==> src/sv/ccpa_pkg.sv <==
`default_nettype none
package ccpa_pkg;

  localparam int IDX_W  = 4;
  localparam int CH_W   = 8;
  localparam int RGB_W  = 3 * CH_W;
  localparam int DIST_W = 18;
  localparam int CFG_IDX_W  = 2;
  localparam int CFG_DATA_W = 4;
  localparam int IN_DATA_W  = 56;
  localparam int OUT_DATA_W = 8;

  localparam logic [IDX_W-1:0]     DEFAULT_FG_RESET = IDX_W'(7);
  localparam logic [IDX_W-1:0]     DEFAULT_BG_RESET = IDX_W'(0);
  localparam logic [IDX_W-1:0]     BOLD_OFFSET      = IDX_W'(8);
  localparam logic [DIST_W-1:0]    DIST_MAX         = '1;

  localparam logic [CFG_IDX_W-1:0] REG_DEFAULT_FG = CFG_IDX_W'(0);
  localparam logic [CFG_IDX_W-1:0] REG_DEFAULT_BG = CFG_IDX_W'(1);

  typedef enum logic {
    MODE_LOAD    = 1'b0,
    MODE_CONVERT = 1'b1
  } mode_t;

  typedef struct packed {
    mode_t             mode;
    logic [IDX_W-1:0]  entry_index;
    logic [RGB_W-1:0]  fg_rgb;
    logic              fg_is_default;
    logic [RGB_W-1:0]  bg_rgb;
    logic              bg_is_default;
    logic              bold_flag;
    logic              reverse_flag;
    logic [IDX_W-1:0]  fg_best;
    logic [DIST_W-1:0] fg_dist;
    logic [IDX_W-1:0]  bg_best;
    logic [DIST_W-1:0] bg_dist;
  } word_t;

  function automatic logic [2*CH_W-1:0] sq_diff(input logic [CH_W-1:0] a,
                                                input logic [CH_W-1:0] b);
    logic [CH_W-1:0] d;
    d = (a > b) ? (a - b) : (b - a);
    return (2*CH_W)'(d) * (2*CH_W)'(d);
  endfunction

  function automatic logic [DIST_W-1:0] color_dist(input logic [RGB_W-1:0] a,
                                                   input logic [RGB_W-1:0] b);
    logic [DIST_W-1:0] sr;
    logic [DIST_W-1:0] sg;
    logic [DIST_W-1:0] sb;
    sr = DIST_W'(sq_diff(a[23:16], b[23:16]));
    sg = DIST_W'(sq_diff(a[15:8], b[15:8]));
    sb = DIST_W'(sq_diff(a[7:0], b[7:0]));
    return sr + sg + sb;
  endfunction

endpackage
`default_nettype wire

==> src/sv/ccpa_cell.sv <==
`default_nettype none
module ccpa_cell #(
  parameter int CELL_INDEX = 0
) (
  input  wire logic             clk,
  input  wire logic             rst_n,
  input  wire logic             advance,
  input  wire logic             in_valid,
  input  wire ccpa_pkg::word_t  in_word,
  output logic                  out_valid,
  output ccpa_pkg::word_t       out_word
);

  logic [ccpa_pkg::RGB_W-1:0]  entry_r;
  logic                        valid_r;
  ccpa_pkg::word_t             word_r;
  ccpa_pkg::word_t             word_nxt;
  logic [ccpa_pkg::DIST_W-1:0] fg_d;
  logic [ccpa_pkg::DIST_W-1:0] bg_d;
  logic                        hit_load;

  assign hit_load = in_valid && (in_word.mode == ccpa_pkg::MODE_LOAD) &&
                    (in_word.entry_index == ccpa_pkg::IDX_W'(CELL_INDEX));

  always_comb begin
    fg_d     = ccpa_pkg::color_dist(in_word.fg_rgb, entry_r);
    bg_d     = ccpa_pkg::color_dist(in_word.bg_rgb, entry_r);
    word_nxt = in_word;
    if (fg_d < in_word.fg_dist) begin
      word_nxt.fg_dist = fg_d;
      word_nxt.fg_best = ccpa_pkg::IDX_W'(CELL_INDEX);
    end
    if (bg_d < in_word.bg_dist) begin
      word_nxt.bg_dist = bg_d;
      word_nxt.bg_best = ccpa_pkg::IDX_W'(CELL_INDEX);
    end
  end

  always_ff @(posedge clk) begin
    if (!rst_n) begin
      valid_r <= 1'b0;
    end else if (advance) begin
      valid_r <= in_valid;
    end
  end

  always_ff @(posedge clk) begin
    if (advance) begin
      word_r <= word_nxt;
      if (hit_load) begin
        entry_r <= in_word.fg_rgb;
      end
    end
  end

  assign out_valid = valid_r;
  assign out_word  = word_r;

endmodule
`default_nettype wire

==> config.mk <==
export PLATFORM = sky130hd
export DESIGN_NAME = ccpa_cell
export DESIGN_NICKNAME = d
export VERILOG_FILES = /design/src/sv/ccpa_pkg.sv /design/src/sv/ccpa_cell.sv
export SDC_FILE = /design/constraint.sdc
export NUM_CORES = 1
export LEC_CHECK = 0
export ABC_AREA = 1
export BUFFER_PORTS_ARGS = -buffer_cell sky130_fd_sc_hd__buf_2
export CAP_MARGIN = 0
export CORE_ASPECT_RATIO = 1.2
export CORE_MARGIN = 2
export CORE_UTILIZATION = 62
export CTS_CLUSTER_DIAMETER = 150
export DETAILED_ROUTE_END_ITERATION = 7
export PLACE_DENSITY = 0.92
export SYNTH_ARGS = -nofsm -noshare
export SYNTH_HDL_FRONTEND = slang
export SYNTH_SLANG_ARGS = --single-unit
==> constraint.sdc <==
create_clock -name clk -period 11.16 [get_ports clk]
set_input_delay 0.558 -clock clk [delete_from_list [all_inputs] [get_ports clk]]
set_output_delay 0.558 -clock clk [all_outputs]
set_load 0.05 [all_outputs]
Yosys cells after proc, flatten, opt, wreduce, memory -nomap -nowiden
Index checks and enable logic that the tools add are counted.
Storage, ports and cells
  bits in registers: 126
  logic and storage cells: 57
  bits of input ports: 105
  output and inout port bits: 102
Operators by class
  bitwise logic cells: 1
  reduce and logical (&&, ||, !) cells: 4
  add/subtract/negate cells: 16
  $mul: 6
  magnitude comparators: 8
  multiplexer cells: 8
Operator list (count)
  multiplier 8 x 8 -> 16 bit: 6
  subtractor 8 bit: 12
  greater-than comparator 8 bit: 6
  two-way mux 8 bit: 6
  adder 17 x 16 -> 18 bit: 2
  < comparator 18 bit: 2
  two-way mux 18 bit: 2
  adder 16 x 16 -> 17 bit: 2
  logical NOT 4 bit: 1
  logical AND 1 bit: 2
  AND reduction 2 bit: 1
  NOT 1 bit: 1

Depth between registers and ports, before layout
Gate-level depths: netlist of run 1.
  depth after elaboration: 7
  mapped depth: 49

Worst setup path after synthesis of run 1
No wires, ideal clock.
  kind: input -> register
  from: input in_word[88] in the netlist's numbering
  to: register word_r, in the netlist out_word[26], data pin
  arrival: 7.965 ns
  stages on the path: 44
  path slack: 2.943 ns
  setup time: 0.252 ns
  path through: inv_1 > ha_1 > inv_1 > fa_1 > inv_1 > o21ai_1 > nand2_1 > nand2_2 > nand2_4 > inv_2 > nand2_1 > nand2_2 > nor2_2 > inv_1 > fa_1 > inv_1 > fa_1 > inv_1 > (+8 left out) > ha_1 > a21oi_1 > nand2_1 > nand3_1 > nand2_1 > nand2_1 > nand2_1 > nand2_1 > nand2_1 > ha_1 > nand2_1 > nor3_1 > nand3b_1 > nand3_1 > inv_1 > buf_2 > nand2_1 > nand2_1
RTL lines
  start: declaration: RTL line ccpa_cell.sv:9  | input wire ccpa_pkg::word_t in_word,
  end signal: assignment: RTL line ccpa_cell.sv:49  | word_r <= word_nxt;
  end: declaration: RTL line ccpa_cell.sv:16  | ccpa_pkg::word_t word_r;

==> flow_summary.toml, run 1 <==
[sta]
fin_skew_ps = 10.2
worstMarginPinSlew_ps = 710
clock.fmax_mhz = 110
setup_tns_ps = 0
timing.final.crit_period_ps = 9090
whs_ps = 263
rsz0062_at_grt = "false"
hold_viol = 0
maxSlewHeadroom_pct = 52.6
finalCritPeriodShare_pct = 81.5
setup_viol = 0
drv_slew = 0

[critical_path]
slowest_stage = "ha_1"
required_ps = 11380
worstPathMaxFanout = 14
cp.arrival_ps = 9310
crit_type = "reg -> reg"
crit_family = "adder cells"
cp_common_cell = "nand2_1"
regToRegSetupSlack_ps = 2070
r2r_cells = 37
worst-path-buf-inv = 7
worst_setup_path_start_kind = "flop"
r2r_end = "out_word[29]"
crit_path_max_incr_delay_ps = 630
critPathCaptureType = "flop"
r2r-start = "entry_r[0]"

[cts]
postCtsSetupBuffers = 0
root_buffer = "clkbuf_16"
cts.path.max_buffers = 2
cts-resized-gates = 0
cts_inserted_buffers = 17
path_clk_slew_ps = 70
cts_max_level = 4
clk_latency_ps = 460
cts_tree = "built"
cts_hold_buf = 0
cts.sinks = 126

[yosys]
yosysTopAreaCellShare_pct = 26.0
synth_warnings = 0
synthCells = 2603
synthArstFlopShare_pct = 0
syn_nets = 3266
synth.most_common_cell = "inv_1"
yosysUniqueCellTypes = 42
synthTopCellsByArea = "fa_1 26%, edfxtp_1 18%, ha_1 17%"
syn_avg_cell_area_sq_um = 8.15
synth_flop_cell = "edfxtp_1"
yosys.area.top_type = "fa_1"
synth-seq-area-share_pct = 17.8
synth_edf_count = 125
synth_commonest_cells = "665 x inv_1, 589 x nand2_1, 282 x ha_1"
yosys_register_bits = 126
syn-cell-area_sq_mm = 0.0212

[floorplan]
dieArea_sq_mm = 0.0357
die_height_um = 207
rows = 74
initial_core_util_pct = 62.6
ios = 207
core-area_sq_mm = 0.0339
die_x_um = 173

[routing]
detail-route-antenna-nets = 0
vias = 17700
drtIter0Drc = 1167
wl_per_cell_um = 16.1
dr.pass1.iters = 5
vias_per_cell = 5.40
drt_drc_violations_left = 0
routed_wl_mm = 53.0

[cells_and_area]
final_core_util_pct = 68.9
drive_gt1_share_pct = 12.3
fillCellCount = 2595
antenna_cells = 0
nets = 3476
finalNonFillerCells = 3281
final-seq-area_sq_mm = 0.00377
area_delta_synth_final_pct = 10.0
multiInputGateArea_sq_mm = 0.0147

[placement]
gp_congestion = 0.920
dp_cells = 3250
dp_hpwl_mm = 44.5
portBuffers = 206

[global_route]
grt_overflow = 0
grtUsageTotal_pct = 30.9
grt_pass1_vias = 19400
grt_max_degree = 57
antenna_found_initial = 0
grt_pass1_wl_mm = 88.2

[min_path]
hold_end = "out_word[45]"
hold_class = "in -> reg"
min_path_cells = 1
worstHoldStart = "in_word[45]"

[job]
maxCapViolations = 0

[outcome]
status = "completed"
[registers in the layout (all words and copies together) (netlist names)]
register   count
out_word     101
entry_r       24
out_valid      1
[how the worst max path moves through the flow]
| stage | slack [ps] | startpoint | endpoint | depth (start not counted) |
|---|---|---|---|---|
| 6_report | 2070 | entry_r[0] | out_word[29] | 37 |
| 3_3_place_gp | 1980 | in_word[72] | out_word[30] | 38 |
| 2_1_floorplan | 2940 | in_word[88] | out_word[26] | 44 |
| 5_1_grt | 1520 | entry_r[0] | out_word[29] | 37 |
| 3_5_place_dp | 1910 | in_word[72] | out_word[35] | 38 |
| 4_1_cts | 2150 | entry_r[0] | out_word[29] | 37 |
[per-stage QoR]
step / cell area (sq um) / setup WS (ps)
after CTS: 23300 / 2150
after global routing: 23300 / 1520
final: 23300 / 2070
after floorplan: 21200 / 2940
after detailed placement: 22700 / 1910
after global placement: 22700 / 1980
[logic make-up (layout without fill, tap and decap cells)]
logic type / count (synthesis) / count (layout) / synth area share, %
adders and majority gates: 558 / 558 / 42.7
AOI/OAI and AO/OA: 169 / 169 / 4.80
DFF: 126 / 126 / 17.8
xor gates and xnor gates: 52 / 52 / 2.15
buffers and inverters: 708 / 930 / 12.7
and+or+nand+nor: 990 / 990 / 19.9
[layout make-up]
class	instances	area share (%)
Tap cell	456	2.44
Sequential cell	126	16.2
Timing Repair Buffer	210	4.56
Clock buffer	17	1.82
Clock inverter	14	0.729
Inverter	689	11.1
Multi-Input combinational cell	1769	63.2
[layout by cell type, fill, tap and decap left out, types with 32 or more instances in the layout]
cell      instances
a21oi_1          85
buf_2           205
edfxtp_1        125
fa_1            276
ha_1            282
inv_1           665
nand2_1         589
nand2_2          35
nand3_1          93
nor2_1          191
o21ai_0          32
xor2_1           35
[per-layer routing]
metal	global-route usage (%)	share of wire [%]	wire length (um)
met3	4.80	4.9	2590
met4	20.0	6.2	3290
met1	31.3	35	18700
met5	0	0	0
met2	59.2	54	28400
[worst reg2reg max path, delay by kind of cell, from the launching register on]
kind	cells	cell delay, ps
DFF	1	420
and+or+nand+nor	19	2510
adders and majority gates	10	4830
buffers and inverters	7	910
AOI/OAI and AO/OA	1	230
Power of run 1 is not shown: default switching activity piles up to over one toggle a cycle in this logic, so the estimate is an artifact.
==> run 2, diff against run 1 <==
==> constraint.sdc (replaced) <==
create_clock -name clk -period 8.5 [get_ports clk]
set_input_delay 0.425 -clock clk [delete_from_list [all_inputs] [get_ports clk]]
set_output_delay 0.425 -clock clk [all_outputs]
set_load 0.05 [all_outputs]
==> flow_summary.toml, run 2 (same netlist as run 1, synthesis figures left out) <==
[cells_and_area]
area_delta_synth_final_pct = 18.6
drive_gt1_share_pct = 22.6
fillCellCount = 2212
final_cell_mix = "631 x inv_1, 527 x nand2_1, 254 x fa_1"
final-seq-area_sq_mm = 0.00377
final_common_cell = "inv_1"
nets = 3567
largest_register_ffs = 101
antenna_cells = 0
multiInputGateArea_sq_mm = 0.0158
final_core_util_pct = 74.2

[critical_path]
r2r_end = "out_word[0]"
worst_setup_path_start_kind = "flop"
worstPathMaxFanout = 12
r2r-start = "entry_r[10]"
cp.arrival_ps = 8860
r2r_cells = 42
cp_common_cell = "nand2_1"
cp_num_cells = 42
crit_family = "adder cells"
worst-path-buf-inv = 11
slowest_stage = "fa_1"
regToRegSetupSlack_ps = -180
critPathCaptureType = "flop"
crit_path_max_incr_delay_ps = 560
required_ps = 8680
crit_type = "reg -> reg"

[global_route]
grt_max_degree = 56
grt_pass1_vias = 19200
grt_pass1_wl_mm = 87.3
grt_overflow = 0
antenna_found_initial = 0
grtUsageTotal_pct = 30.6

[sta]
setup_viol = 19
whs_ps = 118
fin_ws_ps = -183
worstMarginPinSlew_ps = 719
hold_viol = 0
rsz0062_at_grt = "true"
fin_skew_ps = 19.0
finalCritPeriodShare_pct = 102
timing.final.crit_period_ps = 8680
clock.fmax_mhz = 115
drv_slew = 0
maxSlewHeadroom_pct = 52.1

[floorplan]
die_x_um = 173
rows = 74
ios = 207
initial_core_util_pct = 62.6
dieArea_sq_mm = 0.0357
die_height_um = 207
core-area_sq_mm = 0.0339

[placement]
dp_hpwl_mm = 44.5
gp_congestion = 0.938
post-place-ws_ps = -208
portBuffers = 206

[cts]
cts.sinks = 126
cts_tree = "built"
cts.path.max_buffers = 2
path_clk_slew_ps = 80
clk_latency_ps = 470
cts_inserted_buffers = 17
root_buffer = "clkbuf_16"
cts_max_level = 4

[routing]
drtIter0Drc = 1495
wl_per_cell_um = 17.7
drt_drc_violations_left = 0
dr.pass1.iters = 7
routed_wl_mm = 59.8
detail-route-antenna-nets = 0
vias_per_cell = 5.57
vias = 18800

[outcome]
violations = "negative setup slack"
status = "finished with violations"

[min_path]
hold_end = "out_word[71]"
worstHoldStart = "in_word[71]"
hold_class = "in -> reg"
min_path_cells = 1

[job]
maxCapViolations = 0
==> run 2: cell types whose count changed in the layout (fill, tap and decap cells not counted), moves of 14 or more <==
cell,delta
nand2_2,+52
inv_2,+25
fa_2,+22
nand2_1,-62
buf_4,+75
nor2_1,-20
ha_1,-39
fa_1,-22
a21oi_1,-20
a21oi_2,+14
ha_4,+28
nand2_4,+14
inv_1,-34
==> run 2: what timing repair did <==
action,4_1_cts,5_1_grt
setup endpoints to repair,30,44
buffers inserted,1,41
hold buffers,0,0
gates resized for setup,13,287
endpoints found under the hold margin,0,0
pin swaps,0,96
gates cloned,2,4
==> run 2: layer usage <==
| metal | vias up | routed length [um] | track usage, % |
|---|---|---|---|
| met3 | 358 | 4150 | 4.25 |
| li1 | 8464 | - | - |
| met5 | - | 0 | 0 |
| met2 | 1021 | 30800 | 58.4 |
| met4 | 0 | 4340 | 17.6 |
| met1 | 8948 | 20500 | 32.4 |
==> run 2: stage by stage <==
| step | area (sq um) | cells | setup TNS [ps] |
|---|---|---|---|
| 6_report | 25100 | 3373 | -1730 |
| 3_5_place_dp | 23100 | 3293 | -4470 |
| 2_1_floorplan | 21200 | 2603 | 0 |
| 5_1_grt | 25100 | 3373 | -13320 |
| 3_3_place_gp | 23100 | 3293 | -20.2 |
| 4_1_cts | 23700 | 3328 | 0 |
==> run 2: how the worst max path moves through the flow <==
stage,endpoint,from,slack [ps]
3_5_place_dp,out_word[27],in_word[72],-210
6_report,out_word[0],entry_r[10],-180
4_1_cts,out_word[0],entry_r[0],5
2_1_floorplan,out_word[26],in_word[88],420
5_1_grt,out_word[0],entry_r[8],-540
3_3_place_gp,out_word[39],in_word[72],-10
==> run 2: final cells by class <==
cell class / count / share of cell area [%]
Clock inverter: 15 / 0.731
Timing Repair Buffer: 295 / 6.95
Inverter: 689 / 10.4
Sequential cell: 126 / 15.0
Timing Repair inverter: 2 / 0.0597
Multi-Input combinational cell: 1773 / 62.9
Tap cell: 456 / 2.27
Clock buffer: 17 / 1.69
Power of run 2 is left out for the same reason.
==> run 3, diff against run 2 <==
--- a/config.mk
+++ b/config.mk
@@ -14,6 +14,7 @@
 export CTS_CLUSTER_DIAMETER = 150
 export DETAILED_ROUTE_END_ITERATION = 7
 export PLACE_DENSITY = 0.92
+export REMOVE_ABC_BUFFERS = 1
 export SYNTH_ARGS = -nofsm -noshare
 export SYNTH_HDL_FRONTEND = slang
 export SYNTH_SLANG_ARGS = --single-unit
==> flow_summary.toml, run 3 (same netlist as run 1, synthesis figures left out) <==
[outcome]
status = "finished with violations"
violations = "negative setup slack"

[routing]
detail-route-antenna-nets = 0
routed_wl_mm = 68.9
drtIter0Drc = 2008
vias = 19900
dr.pass1.iters = 6
drt_drc_violations_left = 0
wl_per_cell_um = 20.3
vias_per_cell = 5.86

[cells_and_area]
final-seq-area_sq_mm = 0.00377
final_common_cell = "inv_1"
drive_gt1_share_pct = 24.9
area_delta_synth_final_pct = 21.6
finalNonFillerCells = 3398
largest_register_ffs = 101
antenna_cells = 0
final_cell_mix = "636 x inv_1, 504 x nand2_1, 254 x fa_1"
finish.instance_area_sq_mm = 0.0258
multiInputGateArea_sq_mm = 0.0162
nets = 3592
fillCellCount = 1990

[floorplan]
core-area_sq_mm = 0.0339
ios = 207
die_height_um = 207
dieArea_sq_mm = 0.0357
initial_core_util_pct = 62.6
rows = 74
die_x_um = 173

[cts]
path_clk_slew_ps = 60
cts_inserted_buffers = 17
cts.sinks = 126
cts_tree = "built"
clk_latency_ps = 470
cts.path.max_buffers = 2
root_buffer = "clkbuf_16"
cts_hold_buf = 0
cts_max_level = 4

[critical_path]
worstPathMaxFanout = 7
required_ps = 8710
crit_type = "reg -> reg"
crit_path_max_incr_delay_ps = 510
cp_common_cell = "inv_1"
worst-path-buf-inv = 12
cp.arrival_ps = 8960
worst_setup_path_start_kind = "flop"
slowest_stage = "fa_1"
critPathCaptureType = "flop"
crit_family = "adder cells"

[min_path]
hold_class = "in -> reg"

[placement]
dp_cells = 3294
dp_hpwl_mm = 45.6
postPlaceCellArea_sq_mm = 0.0231
post-place-ws_ps = -397
gp_congestion = 1.07
portBuffers = 206

[sta]
fin_ws_ps = -250
drv_slew = 0
hold_viol = 0
clock.fmax_mhz = 114
timing.final.crit_period_ps = 8750
worstMarginPinSlew_ps = 841
maxSlewHeadroom_pct = 43.9
finalCritPeriodShare_pct = 103
rsz0062_at_grt = "true"
whs_ps = 143
setup_viol = 44
fin_skew_ps = 23.8

[global_route]
grt_max_degree = 58
grt_pass1_wl_mm = 89.7
grt_overflow = 0
grt_pass1_vias = 19500
grtUsageTotal_pct = 31.7
antenna_found_initial = 1

[job]
maxCapViolations = 0
## run 3: cell count changes in the layout (fill, tap and decap cells not counted), moves of 6 or more
cell,previous run,this run
a21oi_1,65,58
a21oi_2,17,25
buf_4,80,103
ha_1,243,231
ha_4,28,40
nand2_1,527,504
nand2_2,87,99
nand2_4,26,38
o21ai_1,6,12
## run 3: cell type report
type	instances	share of cell area (%)
multi-input combinational	1774	62.8
sequential	126	14.6
inverter	689	10.2
timing repair buffer	321	7.81
tap	456	2.21
clock buffer	18	1.66
clock inverter	14	0.704
## run 3: routing by layer
| metal | routed length (um) | track usage (%) | vias up |
|---|---|---|---|
| li1 | - | - | 8517 |
| met1 | 21700 | 32.1 | 9334 |
| met2 | 34600 | 59.4 | 1462 |
| met3 | 5620 | 4.74 | 585 |
| met4 | 7030 | 23.9 | 2 |
| met5 | 12 | 0 | - |
## run 3: final timing paths
| kind | from | end | slack [ps] | depth (start not counted) |
|---|---|---|---|---|
| min | in_word[45] | out_word[45] | 140 | 1 |
| max reg2reg | entry_r[0] | out_word[5] | -250 | 43 |
| max | entry_r[0] | out_word[5] | -250 | 43 |
| min reg2reg | out_valid | out_valid | 530 | 2 |
## run 3: per-stage QoR
stage	TNS [ps]	utilization, %
2_1_floorplan	0	-
3_3_place_gp	-2020	68.2
3_5_place_dp	-10930	68.2
4_1_cts	-4.06	70.2
5_1_grt	-17740	76.1
6_report	-5920	76.1
## run 3: worst register-to-register path: cells and delay by family, from the launching register on
kind                       cells  cell delay (ps)
adders and majority gates     11             4520
DFF                            1              400
xor gates and xnor gates       1               70
and+or+nand+nor               19             2400
buffers and inverters         12             1130
## run 3: repair_timing
action / in CTS / in global routing
resized for setup: 13 / 367
cloned: 0 / 8
pin swaps: 2 / 114
endpoints found under the setup margin: 39 / 44
setup buffers: 3 / 61
Power of run 3 is left out for the same reason.
