[src/sv/ccpa_pkg.sv]
`default_nettype none
package ccpa_pkg;

  localparam int IDX_W  = 4;
  localparam int CH_W   = 8;
  localparam int RGB_W  = 3 * CH_W;
  localparam int DIST_W = 18;
  localparam int CFG_IDX_W  = 2;
  localparam int CFG_DATA_W = 4;
  localparam int IN_DATA_W  = 56;
  localparam int OUT_DATA_W = 8;

  localparam logic [IDX_W-1:0]     DEFAULT_FG_RESET = IDX_W'(7);
  localparam logic [IDX_W-1:0]     DEFAULT_BG_RESET = IDX_W'(0);
  localparam logic [IDX_W-1:0]     BOLD_OFFSET      = IDX_W'(8);
  localparam logic [DIST_W-1:0]    DIST_MAX         = '1;

  localparam logic [CFG_IDX_W-1:0] REG_DEFAULT_FG = CFG_IDX_W'(0);
  localparam logic [CFG_IDX_W-1:0] REG_DEFAULT_BG = CFG_IDX_W'(1);

  typedef enum logic {
    MODE_LOAD    = 1'b0,
    MODE_CONVERT = 1'b1
  } mode_t;

  typedef struct packed {
    mode_t             mode;
    logic [IDX_W-1:0]  entry_index;
    logic [RGB_W-1:0]  fg_rgb;
    logic              fg_is_default;
    logic [RGB_W-1:0]  bg_rgb;
    logic              bg_is_default;
    logic              bold_flag;
    logic              reverse_flag;
    logic [IDX_W-1:0]  fg_best;
    logic [DIST_W-1:0] fg_dist;
    logic [IDX_W-1:0]  bg_best;
    logic [DIST_W-1:0] bg_dist;
  } word_t;

  function automatic logic [2*CH_W-1:0] sq_diff(input logic [CH_W-1:0] a,
                                                input logic [CH_W-1:0] b);
    logic [CH_W-1:0] d;
    d = (a > b) ? (a - b) : (b - a);
    return (2*CH_W)'(d) * (2*CH_W)'(d);
  endfunction

  function automatic logic [DIST_W-1:0] color_dist(input logic [RGB_W-1:0] a,
                                                   input logic [RGB_W-1:0] b);
    logic [DIST_W-1:0] sr;
    logic [DIST_W-1:0] sg;
    logic [DIST_W-1:0] sb;
    sr = DIST_W'(sq_diff(a[23:16], b[23:16]));
    sg = DIST_W'(sq_diff(a[15:8], b[15:8]));
    sb = DIST_W'(sq_diff(a[7:0], b[7:0]));
    return sr + sg + sb;
  endfunction

endpackage
`default_nettype wire

[src/sv/ccpa_out.sv]
`default_nettype none
module ccpa_out (
  input  wire logic                             clk,
  input  wire logic                             rst_n,
  input  wire logic                             in_valid,
  input  wire ccpa_pkg::word_t                  in_word,
  input  wire logic [ccpa_pkg::IDX_W-1:0]       default_fg,
  input  wire logic [ccpa_pkg::IDX_W-1:0]       default_bg,
  output logic                                  advance,
  output logic                                  out_tvalid,
  input  wire logic                             out_tready,
  output logic [ccpa_pkg::OUT_DATA_W-1:0]       out_tdata
);

  logic                            valid_r;
  logic                            valid_nxt;
  logic [ccpa_pkg::OUT_DATA_W-1:0] attr_r;
  logic [ccpa_pkg::OUT_DATA_W-1:0] attr_nxt;
  logic [ccpa_pkg::IDX_W-1:0]      fg;
  logic [ccpa_pkg::IDX_W-1:0]      bg;

  assign advance = !valid_r || out_tready;

  always_comb begin
    fg = in_word.fg_is_default ? default_fg : in_word.fg_best;
    bg = in_word.bg_is_default ? default_bg : in_word.bg_best;
    if (in_word.bold_flag && !fg[ccpa_pkg::IDX_W-1]) begin
      fg = fg + ccpa_pkg::BOLD_OFFSET;
    end
    attr_nxt  = in_word.reverse_flag ? {fg, bg} : {bg, fg};
    valid_nxt = in_valid && (in_word.mode == ccpa_pkg::MODE_CONVERT);
  end

  always_ff @(posedge clk) begin
    if (!rst_n) begin
      valid_r <= 1'b0;
    end else if (advance) begin
      valid_r <= valid_nxt;
    end
  end

  always_ff @(posedge clk) begin
    if (advance && valid_nxt) begin
      attr_r <= attr_nxt;
    end
  end

  assign out_tvalid = valid_r;
  assign out_tdata  = attr_r;

endmodule
`default_nettype wire

[config.mk]
export PLATFORM = sky130hd
export DESIGN_NAME = ccpa_out
export DESIGN_NICKNAME = d
export VERILOG_FILES = /design/src/sv/ccpa_pkg.sv /design/src/sv/ccpa_out.sv
export SDC_FILE = /design/constraint.sdc
export NUM_CORES = 1
export LEC_CHECK = 0
export BUFFER_PORTS_ARGS = -buffer_cell sky130_fd_sc_hd__buf_2
export CAP_MARGIN = 40
export CORE_MARGIN = 4
export CORE_UTILIZATION = 22
export DETAILED_ROUTE_END_ITERATION = 8
export PLACE_DENSITY = 0.8
export SLEW_MARGIN = 0
export SYNTH_ARGS = -nofsm -noshare
export SYNTH_HDL_FRONTEND = slang
export SYNTH_SLANG_ARGS = --single-unit
export TNS_END_PERCENT = 1
[constraint.sdc]
create_clock -name clk -period 2.7 [get_ports clk]
set_clock_uncertainty 0.05 [all_clocks]
set_input_delay 0.27 -clock clk [delete_from_list [all_inputs] [get_ports clk]]
set_output_delay 0.27 -clock clk [all_outputs]
set_load 0.1 [all_outputs]
# ---- Word-level counts from Yosys, hierarchy flattened
# Index checks and enable logic that the tools add are counted.
dict set report word_totals {
  elab_cells 13
  in_bits 113
  out_inout_bits 10
  regBits 9
}
dict set report classes {
  reduce_logical 6
  n_mux 4
  addsub 1
}
# op count
set op_table {}
lappend op_table {{$mux 4} 3}
lappend op_table {{$mux 8} 1}
lappend op_table {{$add 4x4->4 const B} 1}
lappend op_table {{$logic_and 1x1->1} 3}
lappend op_table {{$logic_not 1->1} 2}
lappend op_table {{$logic_or 1x1->1} 1}

# ---- Longest topological paths before layout
# Gate-level depths: netlist (run 1).
dict set report logic_depth {
  depth_word 5
  ltp_mapped 3
  mapped_depth_nobuf 2
}

# ---- Least setup slack after synthesis (run 1)
# No wires, ideal clock.
dict set report synth_timing {
  kind {register -> register}
  from {register valid_r, in the netlist out_tvalid}
  to {register attr_r (netlist bit out_tdata[0]), enable pin}
  arrival_time_ns 2.232
  period_less_slack_ns 2.562
  n_path_buf 0
  path_stages_with_launch 3
  path_slack_ns 0.138
  required_ns 2.370
  path_cell_list {dfxtp_1 nand2b_1 nor2b_1}
}
dict set report synth_between {
  elab_chain_len 3
}
# element line_no
set synth_rtl {}
lappend synth_rtl {{from (decl)} ccpa_out.sv:15} ;# logic valid_r;
lappend synth_rtl {{from (signal assigned)} ccpa_out.sv:38} ;# valid_r <= valid_nxt;
lappend synth_rtl {{$logic_not 1->1} ccpa_out.sv:22} ;# assign advance = !valid_r || out_tready;
lappend synth_rtl {{$logic_or 1x1->1} ccpa_out.sv:22}
lappend synth_rtl {{net advance} ccpa_out.sv:9} ;# output logic advance,
lappend synth_rtl {{$logic_and 1x1->1} ccpa_out.sv:43} ;# if (advance && valid_nxt) begin
lappend synth_rtl {{to (signal assigned)} ccpa_out.sv:44} ;# attr_r <= attr_nxt;
lappend synth_rtl {{to (decl)} ccpa_out.sv:17} ;# logic [ccpa_pkg::OUT_DATA_W-1:0] attr_r;
# The timed path passes the listed nets, and every way through them passes these cells.
# A chain may end at the register's enable or synchronous reset.

# ---- Worst setup path after layout (run 1)
dict set report layout_timing {
  from {register valid_r, in the netlist out_tvalid}
  to {output port advance}
}
dict set report layout_between {
  elab_chain_len 2
}
# element line_no
set layout_rtl {}
lappend layout_rtl {{$logic_not 1->1} ccpa_out.sv:22}
lappend layout_rtl {{$logic_or 1x1->1} ccpa_out.sv:22}
lappend layout_rtl {{to (decl)} ccpa_out.sv:9}
# No other way between the ends.

==> out/qor.csv, run 1 <==
stage,metric,value,unit
status,status,"complete, no violations",
grt,gr ovfl total,0,
synthesis,most frequent cell after synthesis,mux2i_1,
synthesis,Commonest cells post-synth,"mux2i_1 (14), edfxtp_1 (8), a22oi_1 (2), buf_6 (2), nor2b_1 (2)",
synthesis,synth warn,0,
synthesis,"Async S/R FF share, synth",0,
detailed_routing,# DRC,0,
power,Leak Pwr,0.336,nW
die,IO Pins,123,
worst_setup_path,critical path's slowest cell,buf_2,
worst_setup_path,CP Data Required Time,2.38,ns
min_path,HP Class,in -> reg,
sta,min cycle time layout,1.41,ns
final_layout,share of cells above drive strength 1,0.529,
synthesis,"Top FF cell, synth",edfxtp_1,
clock_tree,CTS tree,yes,
synthesis,post-synthesis sequential area ratio,0.539,
synthesis,cell count after synthesis,35,
detailed_routing,Via Count,395,
sta,setup TNS,0,ns
detailed_routing,average wire per standard cell,11.2,um
worst_setup_path,crit path kind,reg -> out,
synthesis,Synth top area share,0.497,
detailed_routing,number of detailed-route iterations in the first pass,1,
grt,initial antenna violation count,0,
sta,"Hold Vio Cnt, Final",0,
die,chip height,54.9,um
worst_setup_path,worst-path fanout max,3,
synthesis,Synth area leader,edfxtp_1,
worst_setup_path,Bufs and invs on worst path,1,
clock_tree,CTS root buffer,clkbuf_4,
die,die area,0.00301,mm^2
worst_setup_path,worst reg2reg path depth,2,
grt,largest net degree at the start of global routing,9,
final_layout,"Design Area, Final",683,um^2
final_layout,non-filler instance count after layout,97,
detailed_routing,Detail Route Antenna Nets,0,
final_layout,ant diodes,0,
power,total power,0.371,mW
sta,"Worst Setup Slack, final",1.29,ns
synthesis,syn nets,148,
worst_setup_path,total stage count of the critical path,2,
sta,RSZ-0062 raised after global routing,false,
die,row cnt,16,
sta,f_max,0.711,GHz
clock_tree,CTS Buffer Depth,2,
clock_tree,buffers inserted by post-CTS timing repair,0,
sta,# setup viols final,0,
sta,max-slew violation count,0,
clock_tree,clock latency at the later pin of the worst-skew pair,0.25,ns
placement,routability-driven placement congestion ratio,0.647,
worst_setup_path,Startpoint Class,flip-flop,
power,Peak supply drop,0.000213,V
clock_tree,CTS buffer count,3,
sta,final worst path period share,0.521,
die,Initial Util,0.239,
placement,Post-DP Area,657,um^2
detailed_routing,Initial DRC Count,0,
worst_setup_path,Critical Path End Type,primary output,
job,max cap viols,0,
clock_tree,clk sink count,9,
grt,GRT Overall Usage,0.0809,
synthesis,Post-synth EDFFs,8,
final_layout,final-layout fill cell count,208,
detailed_routing,WL final,1.09,mm
synthesis,synthesized area,483,um^2
placement,dpl ws,1.25,ns
sta,Worst Tran Pin Value,0.640,ns
final_layout,final core occ,0.338,
placement,Placed Cells incl. Taps,93,
detailed_routing,routed vias/inst,4.07,
synthesis,synthesis-stage register bit count,9,
worst_setup_path,CP top delay family,buffers and inverters,
die,die extent in x,54.9,um
die,core area,0.00202,mm^2
synthesis,Unique masters post-synth,12,
clock_tree,Resized Gates After CTS,0,
worst_setup_path,Worst EP arrival,1.09,ns
grt,number of global-route vias before repair,393,
min_path,hold path cells,2,
power,cell area power density,543,mW/mm^2
sta,relative slew slack,0.573,
final_layout,Post-layout nets,184,
synthesis,"Avg Cell Area, Syn",13.8,um^2
grt,first-pass GRT wire length,1.66,mm
sta,WHS,0.224,ns
final_layout,area grow syn2layout,41.5,%
worst_setup_path,"Largest stage delay, worst path",0.44,ns
worst_setup_path,ordered cell list for the critical path,nand2b_1 -> buf_2,
clock_tree,Post-CTS Hold Buffers,0,
clock_tree,CTS HTree Levels,1,
clock_tree,clk slew on worst S/H paths,0.06,ns
placement,# port buffers,34,
synthesis,dominant cells by area after synthesis,"edfxtp_1 (50%), mux2i_1 (29%), buf_6 (4.7%), dfxtp_1 (4.1%), a22oi_1 (3.1%)",
-- area by class of cell --
| class | instances | area, um^2 | area share |
|---|---|---|---|
| clock buffer | 4 | 26.3 | 0.0385 |
| inverter | 1 | 3.75 | 0.00549 |
| multi-input combinational | 22 | 189 | 0.277 |
| sequential | 9 | 260 | 0.381 |
| tap | 27 | 33.8 | 0.0495 |
| timing repair buffer | 34 | 170 | 0.249 |
-- cell families (layout without fill, tap and decap cells) --
| kind of cell | Yosys count | after routing | share of synthesized area |
|---|---|---|---|
| and+or+nand+nor | 5 | 5 | 0.0544 |
| buffers and inverters | 4 | 39 | 0.0699 |
| muxes | 14 | 14 | 0.290 |
| AOI/OAI and AO/OA | 3 | 3 | 0.0466 |
| DFF | 9 | 9 | 0.539 |
-- layout by cell type (no fill, tap or decap) --
| cell type | Yosys | final |
|---|---|---|
| nor2_1 | 1 | 1 |
| a22oi_1 | 2 | 2 |
| dfxtp_1 | 1 | 1 |
| mux2i_1 | 14 | 14 |
| nand2_1 | 1 | 1 |
| clkbuf_4 | 0 | 3 |
| nor2b_1 | 2 | 2 |
| inv_1 | 1 | 1 |
| edfxtp_1 | 8 | 8 |
| nand2b_1 | 1 | 1 |
| buf_2 | 0 | 34 |
| a21boi_1 | 1 | 1 |
| clkbuf_1 | 0 | 1 |
-- sequential cells by signal, summed over array words and instances (netlist names) --
register    count
out_tvalid      1
out_tdata       8
-- worst reg2reg max path, cell delays in order, from the launching register on --
cell      delay (ns)
dfxtp_1         0.31
nand2b_1        0.10
nor2b_1         0.54
-- routing by layer --
layer | up-vias | share of wire | track usage
met1 | 175 | 0.35 | 0.0879
li1 | 198 | - | -
met5 | - | 0 | 0
met2 | 20 | 0.53 | 0.136
met4 | 0 | 0.013 | 0.0498
met3 | 2 | 0.10 | 0.0245
-- worst paths after layout --
path                                     end  slack (ns)       start
worst max-delay path                 advance        1.29  out_tvalid
worst min-delay path              out_tvalid        0.22       rst_n
worst max register to register  out_tdata[2]        1.34  out_tvalid
worst min register to register    out_tvalid        0.47  out_tvalid
-- power by group --
| part | total [mW] | internal [mW] | switching (mW) |
|---|---|---|---|
| Clock | 0.0964 | 0.0565 | 0.0399 |
| Combinational | 0.111 | 0.0304 | 0.0804 |
| Sequential | 0.164 | 0.162 | 0.00173 |
| Total | 0.371 | 0.249 | 0.122 |
Power figures use the tool's default switching activity.
==> inputs of run 2 (changes only) <==
--- a/config.mk
+++ b/config.mk
@@ -5,12 +5,13 @@
 export SDC_FILE = /design/constraint.sdc
 export NUM_CORES = 1
 export LEC_CHECK = 0
+export ABC_AREA = 1
 export BUFFER_PORTS_ARGS = -buffer_cell sky130_fd_sc_hd__buf_2
 export CAP_MARGIN = 40
 export CORE_MARGIN = 4
-export CORE_UTILIZATION = 22
+export CORE_UTILIZATION = 21
 export DETAILED_ROUTE_END_ITERATION = 8
-export PLACE_DENSITY = 0.8
+export PLACE_DENSITY = 0.76
 export SLEW_MARGIN = 0
 export SYNTH_ARGS = -nofsm -noshare
 export SYNTH_HDL_FRONTEND = slang
==> constraint.sdc (replaced) <==
create_clock -name clk -period 1.4 [get_ports clk]
set_clock_uncertainty 0.05 [all_clocks]
set_input_delay 0.14 -clock clk [delete_from_list [all_inputs] [get_ports clk]]
set_output_delay 0.14 -clock clk [all_outputs]
set_load 0.1 [all_outputs]
==> run 2 against run 1 <==
Critical path depth is 2 higher. Largest cell class unchanged. Critical path type unchanged. Global-route usage is 0.50 points higher. Sequential power is 92% higher. Wire length is 19% higher. Highest routed layer unchanged. Count of clock-buffer cells in the layout stayed put. Area after synthesis is 2.6% higher. First-iteration DRC count is 9 higher.
==> out/qor.csv, run 2 <==
stage,metric,value,unit
sta,# setup viols final,0,
worst_setup_path,CP Data Required Time,1.21,ns
synthesis,cell count after synthesis,67,
placement,HPWL Detailed,1.14,mm
synthesis,synthesized area,495,um^2
sta,WHS,0.0833,ns
synthesis,Synth top area share,0.485,
clock_tree,CTS tree,yes,
synthesis,most frequent cell after synthesis,nand2_1,
final_layout,"most common cell after layout, fill and taps aside",nand2_1,
detailed_routing,average wire per standard cell,9.67,um
detailed_routing,Initial DRC Count,9,
synthesis,Unique masters post-synth,9,
synthesis,synth warn,0,
worst_setup_path,Critical Path End Type,primary output,
sta,"Worst Setup Slack, final",0.163,ns
final_layout,ant diodes,0,
status,status,"complete, no violations",
min_path,HP Class,in -> reg,
synthesis,syn nets,180,
die,IO Pins,123,
grt,GRT Overall Usage,0.0859,
final_layout,area taken by multi-input logic gates,198,um^2
placement,Post-DP Area,727,um^2
grt,initial antenna violation count,0,
die,core area,0.00223,mm^2
clock_tree,Post-CTS Hold Buffers,0,
worst_setup_path,crit path kind,reg -> out,
worst_setup_path,ordered cell list for the critical path,inv_2 -> nor2_4 -> clkinvlp_4 -> buf_12,
detailed_routing,number of detailed-route iterations in the first pass,4,
clock_tree,Resized Gates After CTS,0,
grt,first-pass GRT wire length,2.01,mm
sta,setup TNS,0,ns
die,Initial Util,0.222,
final_layout,"Design Area, Final",753,um^2
clock_tree,clock latency at the later pin of the worst-skew pair,0.25,ns
power,Peak supply drop,0.000343,V
worst_setup_path,Bufs and invs on worst path,3,
grt,largest net degree at the start of global routing,10,
final_layout,share of cells above drive strength 1,0.400,
final_layout,Seq. cell area,264,um^2
placement,# port buffers,34,
clock_tree,CTS buffer count,3,
clock_tree,clk slew on worst S/H paths,0.06,ns
grt,gr ovfl total,0,
clock_tree,clk sink count,9,
die,die area,0.00320,mm^2
synthesis,Post-synth EDFFs,8,
synthesis,"Top FF cell, synth",edfxtp_1,
die,chip height,56.6,um
sta,min cycle time layout,1.24,ns
detailed_routing,Detail Route Antenna Nets,0,
synthesis,dominant cells by area after synthesis,"edfxtp_1 (48%), nand2_1 (30%), inv_1 (6.8%), dfxtp_1 (4.0%), o21ai_0 (4.0%)",
final_layout,non-filler instance count after layout,133,
placement,dpl ws,0.379,ns
sta,max-slew violation count,0,
sta,f_max,0.808,GHz
worst_setup_path,Worst EP arrival,1.05,ns
detailed_routing,routed vias/inst,3.95,
detailed_routing,Via Count,525,
power,total power,0.741,mW
sta,RSZ-0062 raised after global routing,false,
sta,Worst Tran Pin Value,0.490,ns
power,cell area power density,984,mW/mm^2
detailed_routing,WL final,1.29,mm
placement,Placed Cells incl. Taps,129,
synthesis,"Async S/R FF share, synth",0,
sta,relative slew slack,0.675,
clock_tree,CTS Buffer Depth,2,
final_layout,final core occ,0.337,
final_layout,Post-layout nets,219,
job,max cap viols,0,
placement,routability-driven placement congestion ratio,0.705,
worst_setup_path,"Largest stage delay, worst path",0.34,ns
synthesis,Commonest cells post-synth,"nand2_1 (40), inv_1 (9), edfxtp_1 (8)",
die,die extent in x,56.6,um
clock_tree,buffers inserted by post-CTS timing repair,0,
die,row cnt,17,
grt,number of global-route vias before repair,479,
final_layout,area grow syn2layout,52.0,%
synthesis,"Avg Cell Area, Syn",7.40,um^2
final_layout,max reg flops,8,
synthesis,Synth area leader,edfxtp_1,
worst_setup_path,critical path's slowest cell,dfxtp_4,
worst_setup_path,worst-path fanout max,2,
power,Leak Pwr,0.412,nW
clock_tree,CTS root buffer,clkbuf_4,
synthesis,post-synthesis sequential area ratio,0.525,
clock_tree,CTS HTree Levels,1,
synthesis,synthesis-stage register bit count,9,
worst_setup_path,CP top delay family,flip-flops,
final_layout,final-layout fill cell count,236,
sta,final worst path period share,0.883,
detailed_routing,# DRC,0,
sta,"Hold Vio Cnt, Final",0,
final_layout,"commonest non-fill, non-tap cells in the layout","nand2_1 (40), buf_2 (33), edfxtp_1 (8), inv_1 (7), o21ai_0 (4)",
worst_setup_path,Startpoint Class,flip-flop,
## run 2: changes by cell type after synthesis, sizes merged
cell    delta
nand2     +39
mux2i     -14
inv        +8
o21ai      +4
a22oi      -2
buf        -2
nor2b      -2
nand2b     -1
nand3      +1
nor2       +1
## run 2: kinds of logic (layout without fill, tap and decap cells)
group,Yosys count,in the layout,synth area share
DFF,9,9,0.525
buffers and inverters,10,48,0.0909
and+or+nand+nor,43,43,0.328
AOI/OAI and AO/OA,5,5,0.0556
## run 2: worst paths after layout
kind / start / end / slack [ns] / cells after the start
worst max-delay path: out_tvalid / advance / 0.16 / 4
worst min-delay path: rst_n / out_tvalid / 0.08 / 2
worst max register to register: out_tvalid / out_tdata[3] / 0.37 / 4
worst min register to register: out_tvalid / out_tvalid / 0.56 / 4
## run 2: power breakdown
group | switching [mW] | leakage, nW | internal, mW
clock network | 0.0870 | 0.0150 | 0.110
logic | 0.170 | 0.312 | 0.0592
registers | 0.00377 | 0.0845 | 0.311
total | 0.261 | 0.412 | 0.480
## run 2: cell type report
class | instances | share of cell area
inverter | 9 | 0.0498
tap | 28 | 0.0465
timing repair buffer | 35 | 0.256
clock buffer | 4 | 0.0349
multi-input combinational | 48 | 0.262
sequential | 9 | 0.350
## run 2: per-layer routing
| layer | up-vias | GRT usage | routed length, um |
|---|---|---|---|
| li1 | 280 | - | - |
| met1 | 221 | 0.0826 | 455 |
| met2 | 22 | 0.152 | 698 |
| met3 | 2 | 0.0345 | 119 |
| met4 | 0 | 0.0508 | 12 |
| met5 | - | 0 | 0 |
==> inputs of run 3 (changes only) <==
--- a/config.mk
+++ b/config.mk
@@ -9,9 +9,9 @@
 export BUFFER_PORTS_ARGS = -buffer_cell sky130_fd_sc_hd__buf_2
 export CAP_MARGIN = 40
 export CORE_MARGIN = 4
-export CORE_UTILIZATION = 21
+export CORE_UTILIZATION = 19
 export DETAILED_ROUTE_END_ITERATION = 8
-export PLACE_DENSITY = 0.76
+export PLACE_DENSITY = 0.72
 export SLEW_MARGIN = 0
 export SYNTH_ARGS = -nofsm -noshare
 export SYNTH_HDL_FRONTEND = slang
==> constraint.sdc (replaced) <==
create_clock -name clk -period 1.05 [get_ports clk]
set_clock_uncertainty 0.05 [all_clocks]
set_input_delay 0.105 -clock clk [delete_from_list [all_inputs] [get_ports clk]]
set_output_delay 0.105 -clock clk [all_outputs]
set_load 0.1 [all_outputs]
==> run 3 against run 2 <==
Highest routed layer unchanged. Flip-flop and latch count did not move. The run now ends with negative setup slack left. Wire length fell by 7.2%. Core utilization rose by 2.5 points. Worst hold slack got worse by 0.046 ns. Sequential power rose by 37%. Count of clock-buffer cells in the layout did not move. Register-to-register slack got worse by 0.36 ns. Combinational power rose by 58%.
==> out/qor.csv, run 3 (synthesis results as in run 2) <==
stage,metric,value,unit
status,status,"finished, violations left",
status,failing checks,negative setup slack,
worst_setup_path,Critical Path End Type,primary output,
worst_setup_path,ordered cell list for the critical path,inv_2 -> nor2_4 -> clkinvlp_4 -> buf_12,
placement,routability-driven placement congestion ratio,0.737,
sta,"Worst Setup Slack, final",-0.135,ns
placement,# port buffers,34,
worst_setup_path,critical path's slowest cell,dfxtp_4,
detailed_routing,# DRC,0,
placement,HPWL Detailed,1.11,mm
grt,gr ovfl total,0,
clock_tree,CTS buffer count,3,
die,IO Pins,123,
job,max cap viols,0,
grt,initial antenna violation count,0,
final_layout,area grow syn2layout,81.3,%
detailed_routing,number of detailed-route iterations in the first pass,2,
final_layout,"commonest non-fill, non-tap cells in the layout","nand2_1 (40), buf_2 (24), buf_12 (10), edfxtp_1 (8), inv_1 (7)",
clock_tree,CTS Buffer Depth,2,
final_layout,Post-layout nets,220,
clock_tree,CTS root buffer,clkbuf_4,
sta,f_max,0.844,GHz
worst_setup_path,"Largest stage delay, worst path",0.34,ns
clock_tree,clk slew on worst S/H paths,0.06,ns
worst_setup_path,worst-path fanout max,2,
clock_tree,buffers inserted by post-CTS timing repair,0,
die,row cnt,18,
worst_setup_path,crit path kind,reg -> out,
detailed_routing,Highest Signal Layer,met4,
grt,GRT Overall Usage,0.0741,
worst_setup_path,Startpoint Class,flip-flop,
power,total power,1.05,mW
sta,"Hold Vio Cnt, Final",0,
final_layout,"most common cell after layout, fill and taps aside",nand2_1,
worst_setup_path,CP Data Required Time,0.89,ns
die,die extent in x,59.1,um
detailed_routing,met3 wire len,155,um
detailed_routing,routed vias/inst,3.92,
grt,largest net degree at the start of global routing,10,
final_layout,max reg flops,8,
sta,final worst path period share,1.13,
clock_tree,Resized Gates After CTS,0,
power,Peak supply drop,0.000486,V
clock_tree,CTS tree,yes,
sta,RSZ-0062 raised after global routing,true,
detailed_routing,Via Count,533,
final_layout,ant diodes,0,
grt,number of global-route vias before repair,520,
detailed_routing,WL final,1.19,mm
die,chip height,59.1,um
detailed_routing,met2 wire length,558,um
sta,min cycle time layout,1.19,ns
detailed_routing,Detail Route Antenna Nets,0,
worst_setup_path,Bufs and invs on worst path,3,
detailed_routing,WL met1,446,um
sta,# setup viols final,1,
clock_tree,CTS HTree Levels,1,
power,cell area power density,1160,mW/mm^2
clock_tree,clk sink count,9,
final_layout,share of cells above drive strength 1,0.406,
worst_setup_path,Worst EP arrival,1.03,ns
clock_tree,clock latency at the later pin of the worst-skew pair,0.26,ns
grt,first-pass GRT wire length,1.88,mm
die,core area,0.00248,mm^2
sta,Worst Tran Pin Value,0.253,ns
power,Leak Pwr,0.464,nW
min_path,HP Class,in -> reg,
final_layout,final-layout fill cell count,262,
clock_tree,Post-CTS Hold Buffers,0,
die,die area,0.00349,mm^2
detailed_routing,average wire per standard cell,8.77,um
sta,max-slew violation count,0,
detailed_routing,Initial DRC Count,7,
sta,relative slew slack,0.830,
final_layout,final core occ,0.363,
worst_setup_path,CP top delay family,flip-flops,
die,Initial Util,0.200,
## run 3: cell count changes in the layout (fill, tap and decap cells not counted), sizes merged
cell	delta
buf	+1
## run 3: layout make-up
cell class	instances	area, um^2	share of cell area
clock buffers	4	26.3	0.0292
well taps	30	37.5	0.0418
inverters	9	37.5	0.0418
repair buffers	36	335	0.373
flip-flops and latches	9	264	0.294
multi-input cells	48	198	0.220
## run 3: what timing repair did
action / CTS / global route
cloned: 0 / 0
pin swaps: 1 / 0
endpoints found under the setup margin: 8 / 11
## run 3: final timing paths
kind / startpoint / end / cells past startpoint / slack [ns]
max reg2reg: out_tvalid / out_tdata[4] / 4 / 0.01
min reg2reg: out_tvalid / out_tvalid / 4 / 0.56
max: out_tvalid / advance / 4 / -0.14
min: rst_n / out_tvalid / 2 / 0.04
## run 3: worst reg2reg max path, delay by kind of cell (launching register included)
family | cells | cell delay [ns]
simple gates | 2 | 0.13
flops | 1 | 0.34
buf+inv | 2 | 0.23
## run 3: layer usage
layer,GRT usage,up-vias
li1,-,284
met1,0.0668,216
met2,0.129,29
met3,0.0305,4
met4,0.0583,0
met5,0,-
## run 3: stage by stage
step / TNS (ns) / instances / area (um^2) / worst slack [ns] / hold WS [ns]
global route: -0.552 / 136 / 898 / -0.189 / 0.0409
detailed placement: 0 / 132 / 872 / 0.0142 / 0.305
CTS: -0.183 / 136 / 898 / -0.156 / 0.0310
global placement: 0 / 132 / 872 / 0.0232 / 0.297
floorplan: -3.35 / 67 / 510 / -0.486 / 0.203
finish: -0.135 / 136 / 898 / -0.135 / 0.0374
## run 3: power by group
| part | leakage (nW) | switching (mW) | internal (mW) | total (mW) |
|---|---|---|---|---|
| sequential | 0.0845 | 0.0141 | 0.417 | 0.431 |
| clock | 0.0150 | 0.107 | 0.145 | 0.252 |
| combinational | 0.364 | 0.226 | 0.136 | 0.363 |
| total | 0.464 | 0.347 | 0.699 | 1.05 |
